===== src/sv/ivt_pkg.sv =====
// ----------------------------------------------------------------------------
// ivt_pkg
// Shared types and constants for the interrupt vector table.
// ----------------------------------------------------------------------------
package ivt_pkg;

    // Default table depth
    localparam int TABLE_ENTRIES_DEF = 16;

    // Field widths
    localparam int SRC_W   = 8;
    localparam int ADDR_W  = 32;
    localparam int ENTRY_W = SRC_W + ADDR_W;
    localparam int COUNT_W = 5;

    // Request kinds
    typedef enum logic [1:0] {
        KIND_REGISTER   = 2'd0,
        KIND_UNREGISTER = 2'd1,
        KIND_LOOKUP     = 2'd2,
        KIND_UNUSED     = 2'd3
    } t_kind;

    // Sequencer states, one-hot
    typedef enum logic [3:0] {
        ST_IDLE  = 4'b0001,
        ST_SCAN  = 4'b0010,
        ST_SHIFT = 4'b0100,
        ST_RESP  = 4'b1000
    } t_state;

    // Result handed from sequencer to output stage
    typedef struct packed {
        logic              valid;
        logic              ok;
        logic [ADDR_W-1:0] addr;
    } t_resp;

endpackage


===== src/sv/ivt_ram.sv =====
// ----------------------------------------------------------------------------
// ivt_ram
// Generic RAM: one write port, one read port, registered read data.
// ----------------------------------------------------------------------------
module ivt_ram #(
    parameter  int WIDTH = 40,
    parameter  int DEPTH = 16,
    localparam int AW    = (DEPTH > 1) ? $clog2(DEPTH) : 1
) (
    input  logic             i_clk,
    input  logic             i_wr_en,
    input  logic [AW-1:0]    i_wr_addr,
    input  logic [WIDTH-1:0] i_wr_data,
    input  logic [AW-1:0]    i_rd_addr,
    output logic [WIDTH-1:0] o_rd_data
);

    logic [WIDTH-1:0] r_mem [DEPTH];
    logic [WIDTH-1:0] r_rd_data;

    // Write and registered read
    always_ff @(posedge i_clk) begin
        if (i_wr_en) begin
            r_mem[i_wr_addr] <= i_wr_data;
        end
        r_rd_data <= r_mem[i_rd_addr];
    end

    assign o_rd_data = r_rd_data;

endmodule


===== src/sv/ivt_ctrl.sv =====
// ----------------------------------------------------------------------------
// ivt_ctrl
// Request sequencer: appends, scans for first match, shifts entries down.
// ----------------------------------------------------------------------------
module ivt_ctrl #(
    parameter  int TABLE_ENTRIES = ivt_pkg::TABLE_ENTRIES_DEF,
    localparam int IW = (TABLE_ENTRIES > 1) ? $clog2(TABLE_ENTRIES) : 1,
    localparam int CW = $clog2(TABLE_ENTRIES + 1)
) (
    input  logic                        i_clk,
    input  logic                        i_rst_n,
    input  logic                        i_in_valid,
    output logic                        o_in_stall,
    input  logic [1:0]                  i_kind,
    input  logic [ivt_pkg::SRC_W-1:0]   i_source,
    input  logic [ivt_pkg::ADDR_W-1:0]  i_handler_address,
    output logic                        o_wr_en,
    output logic [IW-1:0]               o_wr_addr,
    output logic [ivt_pkg::ENTRY_W-1:0] o_wr_data,
    output logic [IW-1:0]               o_rd_addr,
    input  logic [ivt_pkg::ENTRY_W-1:0] i_rd_data,
    input  logic                        i_out_free,
    output ivt_pkg::t_resp              o_resp,
    output logic [CW-1:0]               o_count
);
    import ivt_pkg::*;

    t_state             r_state, n_state;
    logic [IW-1:0]      r_chk, n_chk;
    logic [CW-1:0]      r_count, n_count;
    t_kind              r_kind, n_kind;
    logic [SRC_W-1:0]   r_src, n_src;
    logic               r_ok, n_ok;
    logic [ADDR_W-1:0]  r_addr, n_addr;

    logic [CW-1:0]      chk_p1;
    logic [CW-1:0]      chk_p2;
    logic               match;

    assign chk_p1 = CW'(r_chk) + CW'(1);
    assign chk_p2 = chk_p1 + CW'(1);
    assign match  = (i_rd_data[ENTRY_W-1 -: SRC_W] == r_src);

    // Next-state and memory access logic
    always_comb begin
        n_state   = r_state;
        n_chk     = r_chk;
        n_count   = r_count;
        n_kind    = r_kind;
        n_src     = r_src;
        n_ok      = r_ok;
        n_addr    = r_addr;
        o_wr_en   = 1'b0;
        o_wr_addr = r_chk;
        o_wr_data = i_rd_data;
        o_rd_addr = chk_p1[IW-1:0];
        case (r_state)
            ST_IDLE: begin
                if (i_in_valid) begin
                    n_kind = t_kind'(i_kind);
                    n_src  = i_source;
                    n_ok   = 1'b0;
                    n_addr = '0;
                    n_chk  = '0;
                    case (t_kind'(i_kind))
                        KIND_REGISTER: begin
                            if (r_count < CW'(TABLE_ENTRIES)) begin
                                o_wr_en   = 1'b1;
                                o_wr_addr = r_count[IW-1:0];
                                o_wr_data = {i_source, i_handler_address};
                                n_count   = r_count + CW'(1);
                                n_ok      = 1'b1;
                            end
                            n_state = ST_RESP;
                        end
                        KIND_UNREGISTER, KIND_LOOKUP: begin
                            o_rd_addr = '0;
                            n_state   = (r_count == '0) ? ST_RESP : ST_SCAN;
                        end
                        default: begin
                            n_state = ST_RESP;
                        end
                    endcase
                end
            end
            ST_SCAN: begin
                // Data for entry r_chk arrives; read of r_chk+1 goes out
                if (match) begin
                    n_ok = 1'b1;
                    if (r_kind == KIND_LOOKUP) begin
                        n_addr  = i_rd_data[ADDR_W-1:0];
                        n_state = ST_RESP;
                    end else if (chk_p1 == r_count) begin
                        n_count = r_count - CW'(1);
                        n_state = ST_RESP;
                    end else begin
                        n_state = ST_SHIFT;
                    end
                end else if (chk_p1 == r_count) begin
                    n_state = ST_RESP;
                end else begin
                    n_chk = r_chk + IW'(1);
                end
            end
            ST_SHIFT: begin
                // Entry r_chk+1 arrives and moves down to r_chk
                o_rd_addr = chk_p2[IW-1:0];
                o_wr_en   = 1'b1;
                if (chk_p2 == r_count) begin
                    n_count = r_count - CW'(1);
                    n_state = ST_RESP;
                end else begin
                    n_chk = r_chk + IW'(1);
                end
            end
            ST_RESP: begin
                if (i_out_free) begin
                    n_state = ST_IDLE;
                end
            end
            default: begin
                n_state = ST_IDLE;
            end
        endcase
    end

    // Control registers
    always_ff @(posedge i_clk) begin
        if (!i_rst_n) begin
            r_state <= ST_IDLE;
            r_count <= '0;
        end else begin
            r_state <= n_state;
            r_count <= n_count;
        end
    end

    // Working registers
    always_ff @(posedge i_clk) begin
        r_chk  <= n_chk;
        r_kind <= n_kind;
        r_src  <= n_src;
        r_ok   <= n_ok;
        r_addr <= n_addr;
    end

    assign o_in_stall   = (r_state != ST_IDLE);
    assign o_resp.valid = (r_state == ST_RESP);
    assign o_resp.ok    = r_ok;
    assign o_resp.addr  = r_addr;
    assign o_count      = r_count;

endmodule


===== src/sv/interrupt_vector_table_top.sv =====
// Register and unused kind go straight to the response state after acceptance;
// lookup and unregister walk the table one entry per cycle through the RAM
// read port until a match or the last entry, and an unregister then shifts
// any later entries down one place. Items are taken one at a time: a new
// request stalls until the last result enters the output register. Reset empties the table at once.
// ----------------------------------------------------------------------------
// interrupt_vector_table_top
// Packed interrupt vector table with register, unregister and lookup.
// ----------------------------------------------------------------------------
module interrupt_vector_table_top #(
    parameter int TABLE_ENTRIES = ivt_pkg::TABLE_ENTRIES_DEF
) (
    input  logic                          i_clk,
    input  logic                          i_rst_n,
    input  logic                          i_in_valid,
    output logic                          o_in_stall,
    input  logic [1:0]                    i_kind,
    input  logic [ivt_pkg::SRC_W-1:0]     i_source,
    input  logic [ivt_pkg::ADDR_W-1:0]    i_handler_address,
    output logic                          o_out_valid,
    input  logic                          i_out_stall,
    output logic                          o_ok,
    output logic [ivt_pkg::ADDR_W-1:0]    o_found_address,
    output logic [ivt_pkg::COUNT_W-1:0]   o_entry_count
);
    import ivt_pkg::*;

    localparam int IW = (TABLE_ENTRIES > 1) ? $clog2(TABLE_ENTRIES) : 1;
    localparam int CW = $clog2(TABLE_ENTRIES + 1);

    logic               wr_en;
    logic [IW-1:0]      wr_addr;
    logic [ENTRY_W-1:0] wr_data;
    logic [IW-1:0]      rd_addr;
    logic [ENTRY_W-1:0] rd_data;
    t_resp              resp;
    logic [CW-1:0]      count;
    logic [31:0]        count_ext;
    logic               out_free;

    logic               r_out_valid;
    logic               r_ok;
    logic [ADDR_W-1:0]  r_found;
    logic [COUNT_W-1:0] r_cnt;

    // Vector storage
    ivt_ram #(
        .WIDTH (ENTRY_W),
        .DEPTH (TABLE_ENTRIES)
    ) u_ram (
        .i_clk     (i_clk),
        .i_wr_en   (wr_en),
        .i_wr_addr (wr_addr),
        .i_wr_data (wr_data),
        .i_rd_addr (rd_addr),
        .o_rd_data (rd_data)
    );

    // Request sequencer
    ivt_ctrl #(
        .TABLE_ENTRIES (TABLE_ENTRIES)
    ) u_ctrl (
        .i_clk             (i_clk),
        .i_rst_n           (i_rst_n),
        .i_in_valid        (i_in_valid),
        .o_in_stall        (o_in_stall),
        .i_kind            (i_kind),
        .i_source          (i_source),
        .i_handler_address (i_handler_address),
        .o_wr_en           (wr_en),
        .o_wr_addr         (wr_addr),
        .o_wr_data         (wr_data),
        .o_rd_addr         (rd_addr),
        .i_rd_data         (rd_data),
        .i_out_free        (out_free),
        .o_resp            (resp),
        .o_count           (count)
    );

    assign count_ext = 32'(count);
    assign out_free  = !r_out_valid || !i_out_stall;

    // Output register
    always_ff @(posedge i_clk) begin
        if (!i_rst_n) begin
            r_out_valid <= 1'b0;
        end else if (resp.valid && out_free) begin
            r_out_valid <= 1'b1;
        end else if (!i_out_stall) begin
            r_out_valid <= 1'b0;
        end
    end

    // Output payload, loaded with each new item
    always_ff @(posedge i_clk) begin
        if (resp.valid && out_free) begin
            r_ok    <= resp.ok;
            r_found <= resp.addr;
            r_cnt   <= count_ext[COUNT_W-1:0];
        end
    end

    assign o_out_valid     = r_out_valid;
    assign o_ok            = r_ok;
    assign o_found_address = r_found;
    assign o_entry_count   = r_cnt;

endmodule


===== config.mk =====
export PLATFORM = sky130hd
export DESIGN_NAME = interrupt_vector_table_top
export DESIGN_NICKNAME = d
export VERILOG_FILES = /design/src/sv/ivt_pkg.sv /design/src/sv/ivt_ram.sv /design/src/sv/ivt_ctrl.sv /design/src/sv/interrupt_vector_table_top.sv
export SDC_FILE = /design/constraint.sdc
export NUM_CORES = 1
export LEC_CHECK = 0
export ABC_AREA = 1
export BUFFER_PORTS_ARGS = -buffer_cell sky130_fd_sc_hd__buf_2
export CAP_MARGIN = 20
export CORE_ASPECT_RATIO = 1.4
export CORE_UTILIZATION = 33
export DETAILED_ROUTE_END_ITERATION = 6
export HOLD_SLACK_MARGIN = 0.02
export PLACE_DENSITY_LB_ADDON = 0.05
export SLEW_MARGIN = 20
export SYNTH_ARGS = -nofsm -noshare
export SYNTH_HDL_FRONTEND = slang
export SYNTH_HIERARCHICAL = 1
export SYNTH_SLANG_ARGS = --single-unit
export TNS_END_PERCENT = 20

===== constraint.sdc =====
create_clock -name i_clk -period 6.11 [get_ports i_clk]
set_clock_uncertainty 0.1 [all_clocks]
set_input_delay 0.611 -clock i_clk [delete_from_list [all_inputs] [get_ports i_clk]]
set_output_delay 0.611 -clock i_clk [all_outputs]
set_load 0.05 [all_outputs]

* Word level (Yosys, flattened, before mapping)
Memory sizes are Yosys's and may differ from the RTL's. A register that Yosys moved wholly into a read port is not among the register bits.
Cells that the tools add are included.
** Word-level totals
- Bits in registers :: 95
- Bits in writable memories :: 640
- Output and inout port bits :: 40
- Logic and storage cells :: 107
- Memories kept :: 1
** Cells by class
- $add $sub $neg :: 5
- Magnitude comparators :: 1
- Eq/ne operators :: 25
- Muxes and demuxes :: 49
- Reductions and logical operators :: 15
** Memories
- u_ram.r_mem :: depth 16, bits a word 40, rd ports 1, clocked after Yosys merged registers in 1, write ports 1, line ivt_ram.sv:18 : logic [WIDTH-1:0] r_mem [DEPTH];
** Operators with widths (number)
- 2-to-1 mux 40 bit :: 4
- 2-to-1 mux 32 bit :: 3
- 2-to-1 mux 4 bit :: 19
- case mux 32 bit (2 select lines) :: 1
- 2-to-1 mux 5 bit :: 7
- case mux 4 bit (4 select lines) :: 1
- case mux 5 bit (3 select lines) :: 1
- inequality test 2 x 1 -> 1 bit (second input constant) :: 7
- inequality test 2 bit (second input constant) :: 6
- case mux 4 bit (3 select lines) :: 1
- adder 5 x 1 -> 5 bit (second input constant) :: 2
- equality test 5 bit :: 2
- 2-to-1 mux 1 bit :: 9
- equality test 8 bit :: 1
- case mux 4 bit (2 select lines) :: 1
- AND reduction 4 bit :: 2
- AND reduction 8 bit :: 1
- adder 4 x 1 -> 5 bit (second input constant) :: 1
- logical NOT 5 bit :: 1
- < comparator 5 bit (second input constant) :: 1
- AND reduction 5 bit :: 1
- subtractor 5 x 1 -> 5 bit (second input constant) :: 1
- adder 4 x 1 -> 4 bit (second input constant) :: 1
- equality test 2 bit (second input constant) :: 2
- 17 further kinds :: 19

* Longest topological paths before layout
Gate-level depths: netlist (run 1).
- Depth in word-level cells :: 7
- Gate-level depth with buffers :: 17
- Depth with buffers taken out :: 15

* Cells and area by module
Netlist (run 1), hierarchy kept.
** By module, submodules not included
- ivt_ram :: instances 1, cells an instance 2643, area an instance 28318.4 um^2, seq. area each 20019.2 um^2
- ivt_ctrl :: instances 1, cells an instance 411, area an instance 3469.6 um^2, seq. area each 1591.5 um^2
- interrupt_vector_table_top :: instances 1, cells an instance 44, area an instance 1188.6 um^2, seq. area each 1161.1 um^2

* Least setup slack after synthesis (run 1)
OpenSTA, ideal clock, no wires.
- Path kind :: reg2reg
- Start :: register u_ctrl.r_state[0]
- End :: memory u_ram.r_mem[12][0], enable pin
- Setup time :: 0.438 ns
- Arrival :: 3.528 ns
- Setup slack :: 2.044 ns
- Cell stages (with the launch flop) :: 10
- Period minus slack after synthesis :: 4.066 ns
- Path through :: dfxtp_1 inv_1 nor2_2 nand2_4 nor2_4 nand2_2 clkbuf_1 o21ai_0 nand3_1 nor2_1
** Between the ends
- Elaborated cells between the ends (all ways) :: 6
- Classes of those cells :: eq/ne (2); mux (4)
** RTL lines
- start: declaration :: line ivt_ctrl.sv:28 : t_state r_state, n_state;
- start signal: assignment :: line ivt_ctrl.sv:133 : r_state <= n_state;
- equality test 4 x 1 -> 1 bit :: line ivt_ctrl.sv:57 : case (r_state)
- 2-to-1 mux 4 bit :: line ivt_ctrl.sv:57
- net wr_addr[3] :: line interrupt_vector_table_top.sv:32 : logic [IW-1:0] wr_addr;
- end: declaration :: line ivt_ram.sv:18
The timed path passes the listed nets, and every way through them passes these cells.

* Worst setup path after layout (run 1)
- Start :: register u_ctrl.r_state[0]
- End :: memory u_ram.r_mem[7][19], enable pin
The elaborated chain is that of the path after synthesis.

==> results.cfg, run 1 <==
[yosys]
synth_edf_count = 725
async_flop_share_pct = 0
yosysUniqueCellTypes = 41
synth_flop_cell = edfxtp_1
netlist_area_um2 = 33000
yosys_warnings = 6
yosysSeqAreaShare_pct = 69.1
avgSynthCellArea_um2 = 10.6
synth_fp_nets = 3152
yosys_register_bits = 775
synthCells = 3098

[flow_run]
maxCapViolations = 0

[status]
status = completed

[detailed_routing]
viasPerCell = 4.60
drt_iter0_markers = 1319
drt-total-wl_um = 90900
antenna_left = 0
route.detailed.drc = 0
wl_per_cell_um = 19.9
dr.pass1.iters = 7
vias = 21000

[layout]
fin_cells = 4564
syn2layout_area_growth_pct = 14.1
utilization_pct = 38.2
fillerInstances = 9663
nets = 3238
drive_gt1_share_pct = 10.8
multiInputGateArea_um2 = 7470
num_antenna_cells = 0
regArea_um2 = 22800

[timing]
rsz0062_at_grt = false
finalCritPeriodShare_pct = 68.7
layout_min_cycle_time_ns = 4.20
slew_viol_final = 0
finalHoldViolCount = 0
max_slew_margin_pct = 29.7
max_freq_ghz = 0.238
tightest_slew_ns = 1.05
final-setup-viol-count = 0
fin_setup_tns_ns = 0

[clocking]
clkSinkCount = 775
cts_tree = done
cts_hold_buf = 3
cts_buffers = 83
cts_resized = 0
htreeDepth = 3
root_buffer = clkbuf_16
clock_path_buffers = 3
path_clk_slew_ns = 0.06
cts_setup_buffers = 0
clk_latency_ns = 0.66

[power]
p_leak_nw = 15.7
irDropWorstVdd_uv = 733
powerDensity_nw_per_um2 = 531

[placed_design]
gp_congestion = 0.744
dp_hpwl_um = 49600
numPortBuffers = 85
place_inst = 4407

[floorplan]
num_io_pins = 86
dieWidth_um = 269
core.rowCount = 136
initial_core_util_pct = 33.5
core_um2 = 98500
die_y_um = 376
die_area_um2 = 101000

[global_routing]
grt-ovfl-total = 0
grt_pass1_wl_um = 136000
grt_use_total_pct = 18.1
antenna_found_initial = 1
grt_max_degree = 161
grt_pass1_vias = 20800

[worst_setup_path]
endpoint_kind = flip-flop
crit_type = reg2reg
start_kind = flip-flop
worst_ep_required_time_ns = 6.32
critical_path_arrival_ns = 4.41
rr_worst_depth = 9
path_max_fanout = 29

[worst_hold_path]
hold_path_depth = 1
hold_class = in2reg
## layout make-up
| cell class | instances | area share, % |
|---|---|---|
| Clock buffer | 117 | 6.10 |
| Clock inverter | 37 | 0.971 |
| Inverter | 554 | 5.57 |
| Multi-Input combinational cell | 1623 | 19.8 |
| Sequential cell | 775 | 60.5 |
| Tap cell | 1311 | 4.36 |
| Timing Repair Buffer | 147 | 2.65 |
## critical path, stage by stage, from the launching register on
cell	delay [ns]
dfxtp_1	0.35
inv_1	0.08
nor2_2	0.12
nand2_4	0.13
nor2_4	0.39
nand2_4	0.38
o21ai_0	0.55
nand3b_1	0.43
nor2_4	0.77
buf_4	0.50
## final timing paths
check	slack, ns	endpoint	start
worst max register to register	1.91	u_ram/r_mem[7][19]	u_ctrl/r_state[0]
worst min register to register	0.32	o_found_address[18]	u_ctrl/r_addr[18]
worst min-delay path	0.07	u_ctrl/r_src[4]	i_source[4]
worst max-delay path	1.91	u_ram/r_mem[7][19]	u_ctrl/r_state[0]
## cell usage in the layout, fill, tap and decap left out, types with 4 or more instances in the layout
| cell | instances |
|---|---|
| clkbuf_8 | 5 |
| clkbuf_16 | 85 |
| o21ai_0 | 9 |
| buf_12 | 8 |
| nand3_2 | 4 |
| nand3_1 | 494 |
| bufinv_16 | 6 |
| nor2_4 | 20 |
| dfxtp_1 | 50 |
| clkbuf_1 | 27 |
| mux2_1 | 4 |
| buf_2 | 85 |
| nor2_2 | 6 |
| nand2_1 | 895 |
| a21oi_2 | 13 |
| nor2_1 | 85 |
| nand2_4 | 7 |
| ha_1 | 7 |
| inv_1 | 541 |
| edfxtp_1 | 725 |
| buf_4 | 51 |
| a21oi_1 | 27 |
| inv_2 | 9 |
| clkinv_2 | 18 |
| clkinv_1 | 8 |
| mux2_2 | 4 |
| xnor2_1 | 11 |
| nand2_2 | 10 |
## cells in the mapped netlist, types with 3 or more instances
cell,number,area share (%)
a21oi_1,40,0.61
buf_1,16,0.18
buf_2,64,0.97
buf_4,16,0.36
buf_6,26,0.89
clkbuf_1,23,0.26
dfxtp_1,50,3.0
edfxtp_1,725,66
ha_1,7,0.27
inv_1,542,6.2
inv_2,9,0.10
mux2_1,4,0.14
mux2_2,4,0.14
nand2_1,895,10
nand2_2,11,0.21
nand2_4,6,0.20
nand3_1,494,7.5
nand3_2,4,0.12
nand3_4,3,0.16
nand4_1,3,0.057
nor2_1,101,1.1
nor2_2,6,0.11
nor2_4,4,0.14
o21ai_0,11,0.17
xnor2_1,11,0.29
xor2_1,3,0.080
## where the power goes
group	switching, mW	internal (mW)	leakage (nW)	total [mW]
clock	2.11	2.88	1.31	5.00
combinational	5.72	1.98	7.36	7.70
sequential	0.190	7.08	6.99	7.27
total	8.03	11.9	15.7	20.0
## through the flow
stage	area [µm²]	power (mW)	setup slack, ns	hold WS, ns
6_report	37600	20.0	1.91	0.0686
5_1_grt	37600	21.2	1.60	0.0468
4_1_cts	37600	20.3	1.85	0.0232
3_5_place_dp	34900	15.3	1.77	0.305
3_3_place_gp	34900	15.2	1.92	0.301
2_1_floorplan	33000	12.5	2.04	0.300
## metal layers
| metal | share of wire [%] | track usage (%) | vias up |
|---|---|---|---|
| li1 | - | - | 10200 |
| met1 | 44 | 23.3 | 10300 |
| met2 | 50 | 31.5 | 390 |
| met3 | 4.4 | 2.92 | 92 |
| met4 | 1.7 | 4.77 | 0 |
| met5 | 0 | 0 | - |
## cell families after synthesis
logic type	Yosys count	synth area share, %
adders and majority gates	8	0.326
xor gates and xnor gates	14	0.372
AOI/OAI and AO/OA	61	1.01
and+or+nand+nor	1532	19.9
muxes	8	0.273
buffers and inverters	700	9.03
DFF	775	69.1
## sequential cells by signal, indices dropped and copies added, names as in the netlist
| register | count |
|---|---|
| o_found_address | 32 |
| u_ctrl/r_state | 4 |
| u_ctrl/r_src | 8 |
| o_entry_count | 5 |
| o_out_valid | 1 |
| o_ok | 1 |
| u_ctrl/o_count | 5 |
| u_ctrl/r_addr | 32 |
| u_ram/r_mem | 640 |
| u_ram/o_rd_data | 40 |
| u_ctrl/r_chk | 4 |
| u_ctrl/r_kind | 2 |
| u_ctrl/r_ok | 1 |
(Power assumes the default switching activity.)
==> inputs of run 2 (changes only) <==
==> constraint.sdc (replaced) <==
create_clock -name i_clk -period 3.8 [get_ports i_clk]
set_clock_uncertainty 0.1 [all_clocks]
set_input_delay 0.38 -clock i_clk [delete_from_list [all_inputs] [get_ports i_clk]]
set_output_delay 0.38 -clock i_clk [all_outputs]
set_load 0.05 [all_outputs]
==> run 2 against run 1 <==
- final area increased by 1.4%
- critical path depth is 2 higher
- core utilization rose by 0.53 points
- first-iteration DRC count rose by 8.2%
- power grew 60%
- cell count is 0.74% higher
- critical endpoint is now u_ram/o_rd_data[12]
- largest cell class unchanged
- largest power group unchanged
- highest routed layer unchanged
==> results.cfg, run 2 (same netlist as run 1, synthesis figures left out) <==
[clocking]
clock_path_buffers = 3
path_clk_slew_ns = 0.05
root_buffer = clkbuf_16
cts_tree = done
cts_resized = 0
clkSinkCount = 775
cts_buffers = 83
htreeDepth = 3
clk_latency_ns = 0.67

[worst_setup_path]
critPathMaxStageDelay_ns = 0.74
r2r_end = u_ram/o_rd_data[12]
path_cells = inv_2, ha_1, nor2_2, inv_2, nand2_1, o22ai_4, buf_12, nand3_1, nand3_1, nand3_1, nand2_1
path_max_fanout = 160
rr_worst_depth = 11
start_kind = flip-flop
cp.buffers_inverters = 3
worst_ep_required_time_ns = 4.28
path_delay_family = buffers and inverters
worst_path_most_repeated_cell = nand3_1
cp_num_cells = 11
critical_path_arrival_ns = 3.67
endpoint_kind = flip-flop
crit_type = reg2reg
r2r-start = u_ctrl/r_chk[0]
worst_path_max_delay_cell = buf_12
r2r_slack_ns = 0.62

[detailed_routing]
route.detailed.drc = 0
wl_per_cell_um = 20.1
vias = 21100
drt-total-wl_um = 92600
viasPerCell = 4.59
drt_iter0_markers = 1427
dr.pass1.iters = 5
antenna_left = 0

[worst_hold_path]
hold_class = in2reg
hold_path_depth = 3
min_from = i_in_valid
hold_path_end = u_ctrl/r_ok

[floorplan]
num_io_pins = 86
dieWidth_um = 269
core.rowCount = 136
die_y_um = 376
core_um2 = 98500
die_area_um2 = 101000
initial_core_util_pct = 33.5

[global_routing]
grt.busiest_layer = met2
met1_usage_pct = 24.4
antenna_found_initial = 0
grt_pass1_wl_um = 139000
use_met2_pct = 31.5
grt.met3_usage_pct = 2.21
grt_pass1_vias = 21100
grt_max_degree = 161
grt_use_total_pct = 18.5
grt-ovfl-total = 0

[power]
powerDensity_nw_per_um2 = 838
irDropWorstVdd_uv = 996
p_leak_nw = 15.9

[layout]
utilization_pct = 38.7
layout_commonest_cell = nand2_1
drive_gt1_share_pct = 11.1
regArea_um2 = 22800
regMostFlops = u_ram/r_mem
final_area_um2 = 38200
largest_reg_flops = 640
syn2layout_area_growth_pct = 15.7
num_antenna_cells = 0
final_cell_mix = nand2_1, edfxtp_1, inv_1, nand3_1
fillerInstances = 9662
nets = 3273
multiInputGateArea_um2 = 7460

[timing]
slew_viol_final = 0
layout_min_cycle_time_ns = 3.18
finalHoldViolCount = 0
max_freq_ghz = 0.314
whs_ns = 0.135
finalCritPeriodShare_pct = 83.8
max_slew_margin_pct = 34.6
rsz0062_at_grt = false
final-setup-viol-count = 0
layout_setup_ws_ns = 0.616
tightest_slew_ns = 0.981

[placed_design]
placed_area_um2 = 35400
pre_cts_slack_ns = 0.609
gp_congestion = 0.760
dp_hpwl_um = 47100
numPortBuffers = 85

[status]
status = completed

[flow_run]
maxCapViolations = 0
==> run 2: layer usage <==
metal  wire (µm)  part of all wire, %
met1       42600                   46
met2       44700                   48
met3        3190                  3.4
met4        2120                  2.3
met5           0                    0
==> run 2: stage by stage <==
step / total power, mW / setup TNS (ns) / std cells
after CTS: 32.5 / 0 / 4598
after global routing: 34.0 / 0 / 4598
final: 32.0 / 0 / 4598
after floorplan: 20.2 / -158.53 / 3098
after detailed placement: 24.5 / 0 / 4431
after global placement: 24.4 / 0 / 4431
==> run 2: cell type report <==
cell class | count | area share, %
sequential | 775 | 59.7
timing repair buffer | 182 | 4.23
tap | 1311 | 4.30
multi-input combinational | 1623 | 19.5
inverter | 554 | 5.48
clock inverter | 42 | 0.869
clock buffer | 111 | 5.91
==> run 2: worst max-delay path by stage <==
stage,slack [ns],endpoint,start
after floorplan,-0.27,u_ram/r_mem[12][0],u_ctrl/r_state[0]
after global placement,0.68,u_ram/o_rd_data[15],u_ctrl/r_chk[0]
after detailed placement,0.61,u_ram/o_rd_data[20],u_ctrl/r_chk[0]
after CTS,0.61,u_ram/o_rd_data[1],u_ctrl/r_chk[0]
after global routing,0.35,u_ram/o_rd_data[5],u_ctrl/r_chk[0]
final,0.62,u_ram/o_rd_data[12],u_ctrl/r_chk[0]
==> run 2: power breakdown <==
group          switching (mW)  leakage, nW  total [mW]  internal, mW
combinational            8.94         7.63        12.5          3.56
sequential              0.300         6.99        11.7          11.4
clock                    3.37         1.26        7.81          4.44
==> run 2: worst reg2reg max path, stage by stage, from the launching register on <==
cell and delay [ns]:
edfxtp_1 0.66, inv_2 0.08, ha_1 0.44, nor2_2 0.08, inv_2 0.09, nand2_1 0.10, o22ai_4 0.25, buf_12 0.74
nand3_1 0.25, nand3_1 0.12, nand3_1 0.10, nand2_1 0.11
==> run 2: timing repair <==
item,4_1_cts,5_1_grt
buffers inserted,0,0
hold buffers,14,0
endpoints found under the hold margin,18,0
==> inputs of run 3 (changes only) <==
==> constraint.sdc (replaced) <==
create_clock -name i_clk -period 2.7 [get_ports i_clk]
set_clock_uncertainty 0.1 [all_clocks]
set_input_delay 0.27 -clock i_clk [delete_from_list [all_inputs] [get_ports i_clk]]
set_output_delay 0.27 -clock i_clk [all_outputs]
set_load 0.05 [all_outputs]
==> run 3 against run 2 <==
- critical path depth did not move
- sequential power is 41% higher
- core utilization up 1.1 points
- count of clock-buffer cells in the layout is 18 higher
- maximum frequency is 23% higher
- sequential share of layout area down 1.6 points
- combinational power rose by 54%
- critical path type unchanged
- critical endpoint is now u_ram/r_mem[2][17]
- largest cell class unchanged
- largest power group unchanged
==> results.cfg, run 3 (same netlist as run 1, synthesis figures left out) <==
[worst_hold_path]
min_from = i_handler_address[10]
hold_path_end = u_ram/r_mem[11][10]
hold_class = in2reg
hold_path_depth = 4

[clocking]
htreeDepth = 3
clock_path_buffers = 3
cts_buffers = 84
clk_latency_ns = 0.66
clkSinkCount = 775
path_clk_slew_ns = 0.06
cts_tree = done
root_buffer = clkbuf_16

[timing]
finalHoldViolCount = 0
max_freq_ghz = 0.386
slew_viol_final = 0
layout_min_cycle_time_ns = 2.59
tightest_slew_ns = 0.756
finalCritPeriodShare_pct = 95.9
max_slew_margin_pct = 49.6
fin_setup_tns_ns = 0
rsz0062_at_grt = true
final-setup-viol-count = 0

[placed_design]
gp_congestion = 0.772
numPortBuffers = 85
dp_hpwl_um = 53900

[detailed_routing]
dr.pass1.iters = 5
drt_iter0_markers = 1259
viasPerCell = 4.62
vias = 21600
antenna_left = 0
route.detailed.drc = 0
wl_per_cell_um = 20.3
drt-total-wl_um = 94800

[worst_setup_path]
rr_worst_depth = 11
endpoint_kind = flip-flop
critical_path_arrival_ns = 2.81
r2r_slack_ns = 0.11
worst_ep_required_time_ns = 2.92
r2r_end = u_ram/r_mem[2][17]
path_max_fanout = 26
start_kind = flip-flop
r2r-start = u_ctrl/r_state[2]
crit_type = reg2reg

[power]
powerDensity_nw_per_um2 = 1190
p_leak_nw = 16.4
irDropWorstVdd_uv = 616
power.total_mw = 46.7

[layout]
largest_reg_flops = 640
layout_commonest_cell = nand2_1
nets = 3343
drive_gt1_share_pct = 13.1
syn2layout_area_growth_pct = 18.9
final_cell_mix = nand2_1, edfxtp_1, inv_1, nand3_1, clkbuf_16
regMostFlops = u_ram/r_mem

[floorplan]
initial_core_util_pct = 33.5
core.rowCount = 136
dieWidth_um = 269
num_io_pins = 86
core_um2 = 98500
die_area_um2 = 101000
die_y_um = 376

[global_routing]
grt_max_degree = 60
grt_pass1_vias = 21600
grt_use_total_pct = 19.0
grt-ovfl-total = 0
grt_pass1_wl_um = 142000
antenna_found_initial = 1

[flow_run]
maxCapViolations = 0

[status]
status = completed
## run 3: cell count changes in the layout (fill, tap and decap cells not counted), sizes merged
cell	change
buf	+69
bufinv	-2
clkbuf	+18
clkinv	-11
clkinvlp	-2
diode	+1
inv	-3
## run 3: critical path, cell delays in order (launching register included)
cell	delay [ns]
dfxtp_1	0.37
nor2_4	0.21
nand2_8	0.11
nor2_4	0.16
nand2_4	0.16
buf_4	0.22
nand2_1	0.10
o21ai_4	0.10
inv_2	0.12
nand2_4	0.10
nor2_4	0.18
buf_12	0.28
## run 3: how the worst max path moves through the flow
stage / start / end / slack (ns) / cells after the start
4_1_cts: u_ctrl/r_state[0] / u_ram/r_mem[11][36] / 0.002 / 10
3_3_place_gp: u_ctrl/r_state[0] / u_ram/r_mem[11][34] / 0.01 / 10
6_report: u_ctrl/r_state[2] / u_ram/r_mem[2][17] / 0.11 / 11
3_5_place_dp: i_kind[0] / u_ram/r_mem[11][3] / 0.02 / 11
5_1_grt: u_ctrl/r_state[2] / u_ram/r_mem[2][17] / -0.03 / 11
2_1_floorplan: u_ctrl/r_state[0] / u_ram/r_mem[4][0] / -0.36 / 10
## run 3: final cells by class
cell class | count | area [µm²]
flip-flops and latches | 775 | 22800
clock buffers | 129 | 2400
clock inverters | 24 | 170
multi-input cells | 1623 | 7560
diodes | 1 | 2.50
well taps | 1311 | 1640
repair buffers | 251 | 2560
fillers | 9569 | 59300
inverters | 554 | 2090
## run 3: stage by stage
| step | worst slack [ns] | util [%] | std cells | hold WS [ns] | instance area, µm² |
|---|---|---|---|---|---|
| floorplan | -0.355 | - | 3098 | 0.269 | 33200 |
| global placement | 0.0112 | 37.0 | 4497 | 0.302 | 36400 |
| detailed placement | 0.0183 | 37.0 | 4498 | 0.305 | 36400 |
| CTS | 0.00194 | 39.7 | 4665 | 0.0260 | 39100 |
| global route | -0.0308 | 39.8 | 4667 | 0.0774 | 39200 |
| finish | 0.110 | 39.8 | 4668 | 0.0765 | 39200 |
## run 3: metal layers
layer	vias up	routed length, µm	global-route usage, %
met1	10600	42600	25.0
met5	-	0	0
met3	114	3770	2.40
met4	0	2100	5.95
li1	10400	-	-
met2	426	46300	32.4
## run 3: timing repair
| item | in CTS | in global routing |
|---|---|---|
| buffers inserted | 0 | 2 |
| setup endpoints to repair | 0 | 357 |
| gates resized for setup | 0 | 6 |
| hold buffers | 14 | 0 |
| endpoints found under the hold margin | 21 | 0 |
## run 3: report_power, final
group,switching (mW),total [mW],internal [mW]
logic,13.1,19.2,6.17
registers,0.477,16.5,16.0
clock network,4.69,11.0,6.30
